<file path="config.mk">
export PLATFORM = sky130hd
export DESIGN_NAME = ppdc_sqrt_cell
export DESIGN_NICKNAME = d
export VERILOG_FILES = /design/src/rtl/ppdc_pkg.sv /design/src/rtl/ppdc_sqrt_cell.sv
export SDC_FILE = /design/constraint.sdc
export NUM_CORES = 1
export LEC_CHECK = 0
export BUFFER_PORTS_ARGS = -buffer_cell sky130_fd_sc_hd__clkbuf_2
export CAP_MARGIN = 20
export CORE_MARGIN = 3
export CORE_UTILIZATION = 41
export DETAILED_ROUTE_END_ITERATION = 12
export GPL_TIMING_DRIVEN = 0
export PLACE_DENSITY = 0.75
export SLEW_MARGIN = 40
export SYNTH_ARGS = -nofsm -noshare
export SYNTH_HDL_FRONTEND = slang
export SYNTH_SLANG_ARGS = --single-unit
</file>
<file path="constraint.sdc">
create_clock -name vclk -period 7.29
set_input_delay 1.0935 -clock vclk [all_inputs]
set_output_delay 1.0935 -clock vclk [all_outputs]
set_load 0.02 [all_outputs]
</file>
<file path="src/rtl/ppdc_pkg.sv">
package ppdc_pkg;

    localparam int COORD_W    = 32;
    localparam int FRAC_BITS  = 16;
    localparam int ID_W       = 16;
    localparam int BOX_W      = 31;
    localparam int SCALE_W    = 32;
    localparam int DIST_W     = COORD_W + 1;
    localparam int ENERGY_W   = 32;
    localparam int CFG_W      = 32;
    localparam int CFG_IDX_W  = 3;

    // signed delta, wide enough for both folds
    localparam int DELTA_W    = COORD_W + 3;
    // divider cell remainder / divisor width
    localparam int DIV_W      = DIST_W;
    // |2*delta| dividend for a fold
    localparam int FOLD_DVD_W = COORD_W + 2;
    localparam int MAG_W      = COORD_W + 1;
    localparam int HALF_LO    = (MAG_W + 1) / 2;
    localparam int HALF_HI    = MAG_W - HALF_LO;
    localparam int SQ_W       = 2 * MAG_W;
    localparam int SUM_W      = SQ_W + 2;
    localparam int ROOT_W     = SUM_W / 2;
    localparam int SREM_W     = ROOT_W + 1;
    localparam int QDVD_W     = SCALE_W + FRAC_BITS;

    localparam int AXIS_LAT   = 1 + 2 * (FOLD_DVD_W + 2) + 1;
    localparam int TOTAL_LAT  = AXIS_LAT + 3 + ROOT_W + 1 + QDVD_W + 1;

    localparam logic [CFG_IDX_W-1:0] REG_PERIODIC = 3'd0;
    localparam logic [CFG_IDX_W-1:0] REG_BOX_X    = 3'd1;
    localparam logic [CFG_IDX_W-1:0] REG_BOX_Y    = 3'd2;
    localparam logic [CFG_IDX_W-1:0] REG_BOX_Z    = 3'd3;
    localparam logic [CFG_IDX_W-1:0] REG_SCALE    = 3'd4;

    localparam logic [BOX_W-1:0] BOX_RESET = BOX_W'(1) << FRAC_BITS;

    typedef struct packed {
        logic valid;
        logic self_pair;
    } tag_t;

    typedef struct packed {
        logic             enable;
        logic [BOX_W-1:0] size;
    } fold_cfg_t;

endpackage

</file>
<file path="src/rtl/ppdc_sqrt_cell.sv">
module ppdc_sqrt_cell
    import ppdc_pkg::*;
(
    input  logic [SREM_W-1:0] rem_in,
    input  logic [ROOT_W-1:0] root_in,
    input  logic [1:0]        pair_in,
    output logic [SREM_W-1:0] rem_out,
    output logic [ROOT_W-1:0] root_out
);

    logic [SREM_W+1:0] trial;
    logic [SREM_W+1:0] test;
    logic [SREM_W+1:0] diff;
    logic              ge;

    assign trial    = {rem_in, pair_in};
    assign test     = {1'b0, root_in, 2'b01};
    assign diff     = trial - test;
    assign ge       = (trial >= test);
    assign rem_out  = ge ? diff[SREM_W-1:0] : trial[SREM_W-1:0];
    assign root_out = {root_in[ROOT_W-2:0], ge};

endmodule

</file>
==> flow_metrics.py <==
metrics = {
    "sta": {
        "timing.hold.ws_ns": 2.51,
        "fin_ws_ns": 1.79,
        "fin_crit_ns": 5.50,
        "fin_crit_sh": 0.754,
        "slew_headroom": 0.597,
        "rsz0062_at_grt": "false",
        "setup_tns_ns": 0,
        "setup_viol": 0,
        "max_freq_mhz": 182,
        "slew_violations": 0,
        "hold_violations": 0,
        "worstMarginPinSlew_ns": 0.603,
    },
    "floorplanning": {
        "core.rowCount": 28,
        "boundaryPins": 140,
        "die_y_um": 86.1,
        "core_area_mm2": 0.00606,
        "dieArea_mm2": 0.00741,
        "initial_core_util": 0.434,
        "die_x_um": 86.1,
    },
    "logic_synthesis": {
        "synthTopCellsByArea": "ha_1 17%, a21oi_1 11%, buf_4 11%",
        "synth_warnings": 0,
        "syn_area_mm2": 0.00263,
        "synth.top_cell.area_share": 0.171,
        "syn_nets": 506,
        "synth_cells": 399,
        "yosysMostFrequentCell": "a21oi_1",
        "avgSynthCellArea_um2": 6.59,
        "yosysSeqAreaShare": 0,
        "synth_commonest_cells": "56 x a21oi_1, 43 x inv_1, 40 x nor2_1",
        "synth_top_cell_by_area": "ha_1",
        "synth_cell_types": 49,
    },
    "final_layout": {
        "drive_gt1_frac": 0.353,
        "post-route-util": 0.565,
        "final_nets": 648,
        "seqCellArea_um2": 0,
        "n_antenna_cell": 0,
        "syn2layout_area_growth_pct": 30.2,
        "nFillCells": 641,
        "nClkBuffers": 0,
        "stdcell_count": 614,
        "design.seq.count": 0,
        "design_area_mm2": 0.00342,
    },
    "placed_design": {
        "routabilityCongestion": 0.918,
        "place_area_mm2": 0.00342,
        "placed_cells": 614,
        "dp_slack_ns": 1.82,
        "port-buffer-count": 140,
        "dpl.hpwl_mm": 6.52,
    },
    "detailed_routing": {
        "drc_errors": 0,
        "route.met2.wl_mm": 3.63,
        "drt_iter0_drc": 97,
        "dr.pass1.iters": 5,
        "wl_mm": 7.49,
        "dr_wl_met3_um": 521,
        "wl_per_cell_um": 12.2,
        "wl_met1_mm": 3.32,
        "highest_layer": "met4",
        "routed-via-count": 3195,
        "vias_per_cell": 5.20,
        "antenna_left": 0,
    },
    "critical_path": {
        "crit_path_end_kind": "output pin",
        "path_buf_inv": 4,
        "crit_family": "compound AO/OA/AOI/OAI gates",
        "worst_ep_required_time_ns": 6.20,
        "arrival_ns": 4.41,
        "cpMostUsedCell": "clkbuf_2",
        "crit_slowest_cell": "o41ai_4",
        "crit_chain": "clkbuf_2 > inv_1 > ha_1 > o211ai_1 > o211a_1 > or4_1 > nand4_1 > a21bo_2 > a21oi_2 > o41ai_4 > buf_4 > mux2_1 > clkbuf_2",
        "critical_path_class": "input pin to output pin",
        "max_stage_delay_ns": 0.58,
        "crit_start": "root_in[2]",
        "start_kind": "input pin",
        "critPathMaxFanout": 10,
    },
    "power": {
        "power_density_mw_per_mm2": 110,
        "power_mw": 0.377,
        "p_leak_nw": 1.94,
        "ir_worst_vdd_v": 0.0000571,
    },
    "worst_hold_path": {
        "hold_class": "input pin to output pin",
        "min_from": "root_in[20]",
    },
    "clock_tree": {
        "post_cts_buffers": 0,
        "cts_resized": 0,
        "cts_hold_buf": 0,
    },
    "global_route": {
        "grt_pass1_wl_mm": 12.4,
        "grt_max_degree": 11,
        "grt.total_usage": 0.191,
        "grt_pass1_vias": 2922,
        "antenna_found_initial": 0,
        "overflow": 0,
    },
    "job": {
        "cap_violations": 0,
    },
    "run_status": {
        "status": "finished clean",
    },
}
[area by class of cell]
| cell class | instances | area (um2) | share of cell area |
|---|---|---|---|
| plain buffers | 45 | 312 | 0.0910 |
| inverters | 43 | 161 | 0.0471 |
| multi-input cells | 311 | 2160 | 0.630 |
| well taps | 75 | 93.8 | 0.0274 |
| repair buffers | 140 | 701 | 0.205 |
[cell usage in the layout, fill, tap and decap left out, types with 4 or more instances in the layout]
cell      count
xnor2_1      21
xor2_1       11
buf_4        37
a21oi_1      56
clkbuf_2    140
ha_1         36
clkbuf_1      5
o21a_1        5
nor2_1       40
o21bai_1      7
a211oi_1      4
o211ai_1      4
mux2_2        4
nand4_1       9
nand2_1      23
nand3_1       6
a21o_1       17
nor2b_1       4
o21ai_0      17
inv_1        43
[where the power goes]
part | total (mW) | switching, mW | internal [mW]
registers | 0 | 0 | 0
logic | 0.377 | 0.223 | 0.154
clock network | 0 | 0 | 0
total | 0.377 | 0.223 | 0.154
[metal layers]
metal | vias up | GRT usage
met1 | 1410 | 0.252
met3 | 4 | 0.0125
met2 | 115 | 0.355
met4 | 0 | 0.0101
met5 | - | 0
li1 | 1666 | -
[kinds of logic (layout without fill, tap and decap cells)]
| group | count (synthesis) | after routing | share of synthesized area |
|---|---|---|---|
| muxes | 8 | 8 | 0.0338 |
| AOI/OAI and AO/OA | 133 | 133 | 0.328 |
| and+or+nand+nor | 102 | 102 | 0.180 |
| buffers and inverters | 88 | 228 | 0.180 |
| xor gates and xnor gates | 32 | 32 | 0.107 |
| adders and majority gates | 36 | 36 | 0.171 |
[final timing paths]
kind | to | cells past startpoint
setup / recovery | rem_out[20] | 13
hold / removal | root_out[21] | 3
(Power assumes the default switching activity.)
