--- config.mk ---
export PLATFORM = sky130hd
export DESIGN_NAME = ppdc_div_cell
export DESIGN_NICKNAME = d
export VERILOG_FILES = /design/src/rtl/ppdc_pkg.sv /design/src/rtl/ppdc_div_cell.sv
export SDC_FILE = /design/constraint.sdc
export NUM_CORES = 1
export LEC_CHECK = 0
export BUFFER_PORTS_ARGS = -buffer_cell sky130_fd_sc_hd__buf_2
export CAP_MARGIN = 10
export CORE_MARGIN = 1.5
export CORE_UTILIZATION = 47
export DETAILED_ROUTE_END_ITERATION = 6
export GPL_TIMING_DRIVEN = 0
export PLACE_DENSITY = 0.79
export SLEW_MARGIN = 15
export SYNTH_ARGS = -nofsm -noshare
export SYNTH_HDL_FRONTEND = slang
export SYNTH_SLANG_ARGS = --single-unit
--- constraint.sdc ---
create_clock -name vclk -period 3.8
set_clock_uncertainty 0.1 [all_clocks]
set_input_delay 0.76 -clock vclk [all_inputs]
set_output_delay 0.76 -clock vclk [all_outputs]
set_load 0.05 [all_outputs]
--- src/rtl/ppdc_pkg.sv ---
package ppdc_pkg;

    localparam int COORD_W    = 32;
    localparam int FRAC_BITS  = 16;
    localparam int ID_W       = 16;
    localparam int BOX_W      = 31;
    localparam int SCALE_W    = 32;
    localparam int DIST_W     = COORD_W + 1;
    localparam int ENERGY_W   = 32;
    localparam int CFG_W      = 32;
    localparam int CFG_IDX_W  = 3;

    // signed delta, wide enough for both folds
    localparam int DELTA_W    = COORD_W + 3;
    // divider cell remainder / divisor width
    localparam int DIV_W      = DIST_W;
    // |2*delta| dividend for a fold
    localparam int FOLD_DVD_W = COORD_W + 2;
    localparam int MAG_W      = COORD_W + 1;
    localparam int HALF_LO    = (MAG_W + 1) / 2;
    localparam int HALF_HI    = MAG_W - HALF_LO;
    localparam int SQ_W       = 2 * MAG_W;
    localparam int SUM_W      = SQ_W + 2;
    localparam int ROOT_W     = SUM_W / 2;
    localparam int SREM_W     = ROOT_W + 1;
    localparam int QDVD_W     = SCALE_W + FRAC_BITS;

    localparam int AXIS_LAT   = 1 + 2 * (FOLD_DVD_W + 2) + 1;
    localparam int TOTAL_LAT  = AXIS_LAT + 3 + ROOT_W + 1 + QDVD_W + 1;

    localparam logic [CFG_IDX_W-1:0] REG_PERIODIC = 3'd0;
    localparam logic [CFG_IDX_W-1:0] REG_BOX_X    = 3'd1;
    localparam logic [CFG_IDX_W-1:0] REG_BOX_Y    = 3'd2;
    localparam logic [CFG_IDX_W-1:0] REG_BOX_Z    = 3'd3;
    localparam logic [CFG_IDX_W-1:0] REG_SCALE    = 3'd4;

    localparam logic [BOX_W-1:0] BOX_RESET = BOX_W'(1) << FRAC_BITS;

    typedef struct packed {
        logic valid;
        logic self_pair;
    } tag_t;

    typedef struct packed {
        logic             enable;
        logic [BOX_W-1:0] size;
    } fold_cfg_t;

endpackage

--- src/rtl/ppdc_div_cell.sv ---
module ppdc_div_cell
    import ppdc_pkg::*;
(
    input  logic [DIV_W-1:0] rem_in,
    input  logic             bit_in,
    input  logic [DIV_W-1:0] divisor,
    output logic [DIV_W-1:0] rem_out,
    output logic             q_bit
);

    logic [DIV_W:0] trial;
    logic [DIV_W:0] diff;

    assign trial   = {rem_in, bit_in};
    assign diff    = trial - {1'b0, divisor};
    assign q_bit   = (trial >= {1'b0, divisor});
    assign rem_out = q_bit ? diff[DIV_W-1:0] : trial[DIV_W-1:0];

endmodule

==> run summary <==
- 2.18 nW — reported leakage power
- 0 — sequential cell count
- 74.5 um — Die Span X
- 0.00240 mm^2 — total standard cell area after synthesis
- 11 — largest net degree at the start of global routing
- rem_in[18] — origin of the worst setup path
- 3257 — vias in the first global route
- 0 — Warnings, synthesis
- 0.924 — final weighted congestion in routability-driven placement
- 0 — number of antenna-violating nets in the routed design
- 0.00482 mm^2 — Core Region
- 3.63 ns — signal arrival time at the worst endpoint
- 34 — total of endpoints with negative setup slack in the final report
- 50 — number of distinct library cells after synthesis
- design-rule violations, negative setup slack — violated checks
- 223 MHz — max frequency
- yes — RSZ-0062 raised after global routing
- in -> out — min-delay worst type
- finished, violations left — run status
- 54.0% — remaining max-slew budget at the tightest pin
- 294 mW/mm^2 — power per standard cell area
- 7 — count of TritonRoute iterations in the first routing pass
- 23.1 um — post-detailed-route wirelength per cell
- 88.1% — synth-to-layout area growth
- 467 — synthesized netlist net count
- 118% — share of the clock period used by the worst path
- 0 — overflow left after global routing
- 1 — DRC violations left
- sky130_fd_sc_hd__buf_2 — most common cell after layout, fill and taps aside
- 93.9% — share of the core filled with cells in the final layout
- 0 — number of antenna violations at the first check in global routing
- 0 — number of hold violations in the final report
- 4.49 ns — Min Clock Period, post-route
- 0 — number of antenna diodes
- 0.00555 mm^2 — total die area
- 3853 — overall via count from detail_route
- 0.195 mV — maximum vdd ir drop
- 33.1% — Total GRT Usage
- 14.7 mm — wire length of the first global-routing pass
- 101 — number of buffers inserted by port buffering
- 1.78 ns — smallest hold slack
- primary input — kind of start point of the critical path
- -18.67 ns — total negative slack for setup checks
- 599 — Net count, final
- 476 — number of DRC markers in iteration 0
- rem_out[11] — CP Capture Point
- 0.684 ns — transition at the pin with the smallest max-transition slack
- 52.6% — fraction of final layout cells sized beyond drive strength 1
- 6.57 um^2 — Mapped Avg Cell Area
- in -> out — CP Class
- sky130_fd_sc_hd__buf_2, sky130_fd_sc_hd__inv_1, sky130_fd_sc_hd__buf_6 — top library cells by usage in the layout, fill and taps aside
- 0 — clock buffer count in the final layout
- 2.94 ns — Data required, critical path
- 13.0 mm — final wirelength
- 0% — share of the yosys chip area belonging to registers
- output port — critical path capture point type
- 6.84 — Vias per Instance
- 0 — number of maximum-capacitance constraint violations
- 101 — ports placed on the boundary
- 49.9% — Initial Utilization
- 6.05 mm — dpl hpwl
- 74.5 um — die outline height
- -0.692 ns — crit path setup slack, layout
- 0 — count of final max-slew check failures
- 25 — number of cell rows
- 0 um^2 — area of all sequential standard cells
- 366 — number of cells produced by synthesis
- 8 — largest fanout on the critical path
synthesized netlist by cell type (4+ instances only):
| cell type | count | area [um^2] |
|---|---|---|
| sky130_fd_sc_hd__a211oi_1 | 4 | 30.0 |
| sky130_fd_sc_hd__a21o_1 | 10 | 75.1 |
| sky130_fd_sc_hd__a21oi_1 | 34 | 170 |
| sky130_fd_sc_hd__and3_1 | 7 | 43.8 |
| sky130_fd_sc_hd__buf_6 | 6 | 67.6 |
| sky130_fd_sc_hd__clkbuf_1 | 8 | 30.0 |
| sky130_fd_sc_hd__ha_1 | 33 | 413 |
| sky130_fd_sc_hd__inv_1 | 43 | 161 |
| sky130_fd_sc_hd__nand2_1 | 58 | 218 |
| sky130_fd_sc_hd__nand2b_1 | 4 | 25.0 |
| sky130_fd_sc_hd__nand3_1 | 8 | 40.0 |
| sky130_fd_sc_hd__nor2_1 | 15 | 56.3 |
| sky130_fd_sc_hd__nor3_1 | 5 | 25.0 |
| sky130_fd_sc_hd__nor4_1 | 4 | 25.0 |
| sky130_fd_sc_hd__o21a_1 | 4 | 30.0 |
| sky130_fd_sc_hd__o21ai_0 | 26 | 130 |
| sky130_fd_sc_hd__o21ai_2 | 18 | 158 |
| sky130_fd_sc_hd__o21bai_1 | 8 | 60.1 |
| sky130_fd_sc_hd__o31ai_1 | 5 | 37.5 |
| sky130_fd_sc_hd__xnor2_1 | 16 | 140 |
| sky130_fd_sc_hd__xor2_1 | 12 | 105 |
power by group:
part           switching, mW  internal, mW
clock                      0             0
combinational          0.794         0.535
sequential                 0             0
layer usage:
layer,vias to the layer above,share of wire [%],track usage (%)
li1,1572,-,-
met1,1730,32,37.7
met2,392,48,63.5
met3,159,10,3.12
met4,0,9.8,11.5
met5,-,0,0
timing repair:
item	4_1_cts	5_1_grt
pin swaps	32	38
resized for setup	128	72
gates cloned	4	1
hold buffers	0	0
endpoints found under the setup margin	34	34
setup buffers	22	11
worst max-delay path: stages:
cell	delay (ns)
sky130_fd_sc_hd__buf_2	0.12
sky130_fd_sc_hd__ha_1	0.27
sky130_fd_sc_hd__clkbuf_1	0.34
sky130_fd_sc_hd__a21oi_1	0.15
sky130_fd_sc_hd__o21ai_0	0.42
sky130_fd_sc_hd__a221o_1	0.27
sky130_fd_sc_hd__a21oi_2	0.08
sky130_fd_sc_hd__o31ai_4	0.08
sky130_fd_sc_hd__a41oi_2	0.19
sky130_fd_sc_hd__buf_4	0.19
sky130_fd_sc_hd__buf_6	0.14
sky130_fd_sc_hd__buf_6	0.14
sky130_fd_sc_hd__o31ai_4	0.27
sky130_fd_sc_hd__buf_6	0.20
through the flow:
stage / total power [mW] / cell area, um^2 / cells / setup WS (ns)
finish: 1.33 / 4520 / 563 / -0.692
global route: 1.36 / 4520 / 563 / -0.951
CTS: 1.16 / 4160 / 554 / -0.431
detailed placement: 0.948 / 3430 / 534 / -0.759
global placement: 0.937 / 3430 / 534 / -0.757
floorplan: 0.765 / 2840 / 366 / -0.183
kinds of logic (layout without fill, tap and decap cells):
kind of cell,Yosys count,count (layout),synth area share (%)
AO/OA/AOI/OAI,136,136,39.9
XOR/XNOR,28,28,10.2
AND/OR/NAND/NOR,109,109,20.3
adder cells (fa/ha/maj),34,34,18.0
multiplexers,1,1,0.624
buffers and inverters,58,188,11.0
worst min path at each step:
stage	end	cells after the start	slack, ns	start
5_1_grt	rem_out[17]	4	1.80	rem_in[16]
3_3_place_gp	rem_out[13]	4	1.84	rem_in[12]
6_report	rem_out[14]	4	1.78	rem_in[13]
3_5_place_dp	rem_out[13]	4	1.84	rem_in[12]
4_1_cts	rem_out[15]	4	1.77	rem_in[14]
2_1_floorplan	rem_out[13]	2	1.57	rem_in[12]
cell type report:
class | count | area [um^2]
inverters | 43 | 176
plain buffers | 9 | 120
fillers | 165 | 293
multi-input cells | 308 | 3010
well taps | 67 | 83.8
repair buffers | 136 | 1130
(Power assumes the default switching activity.)
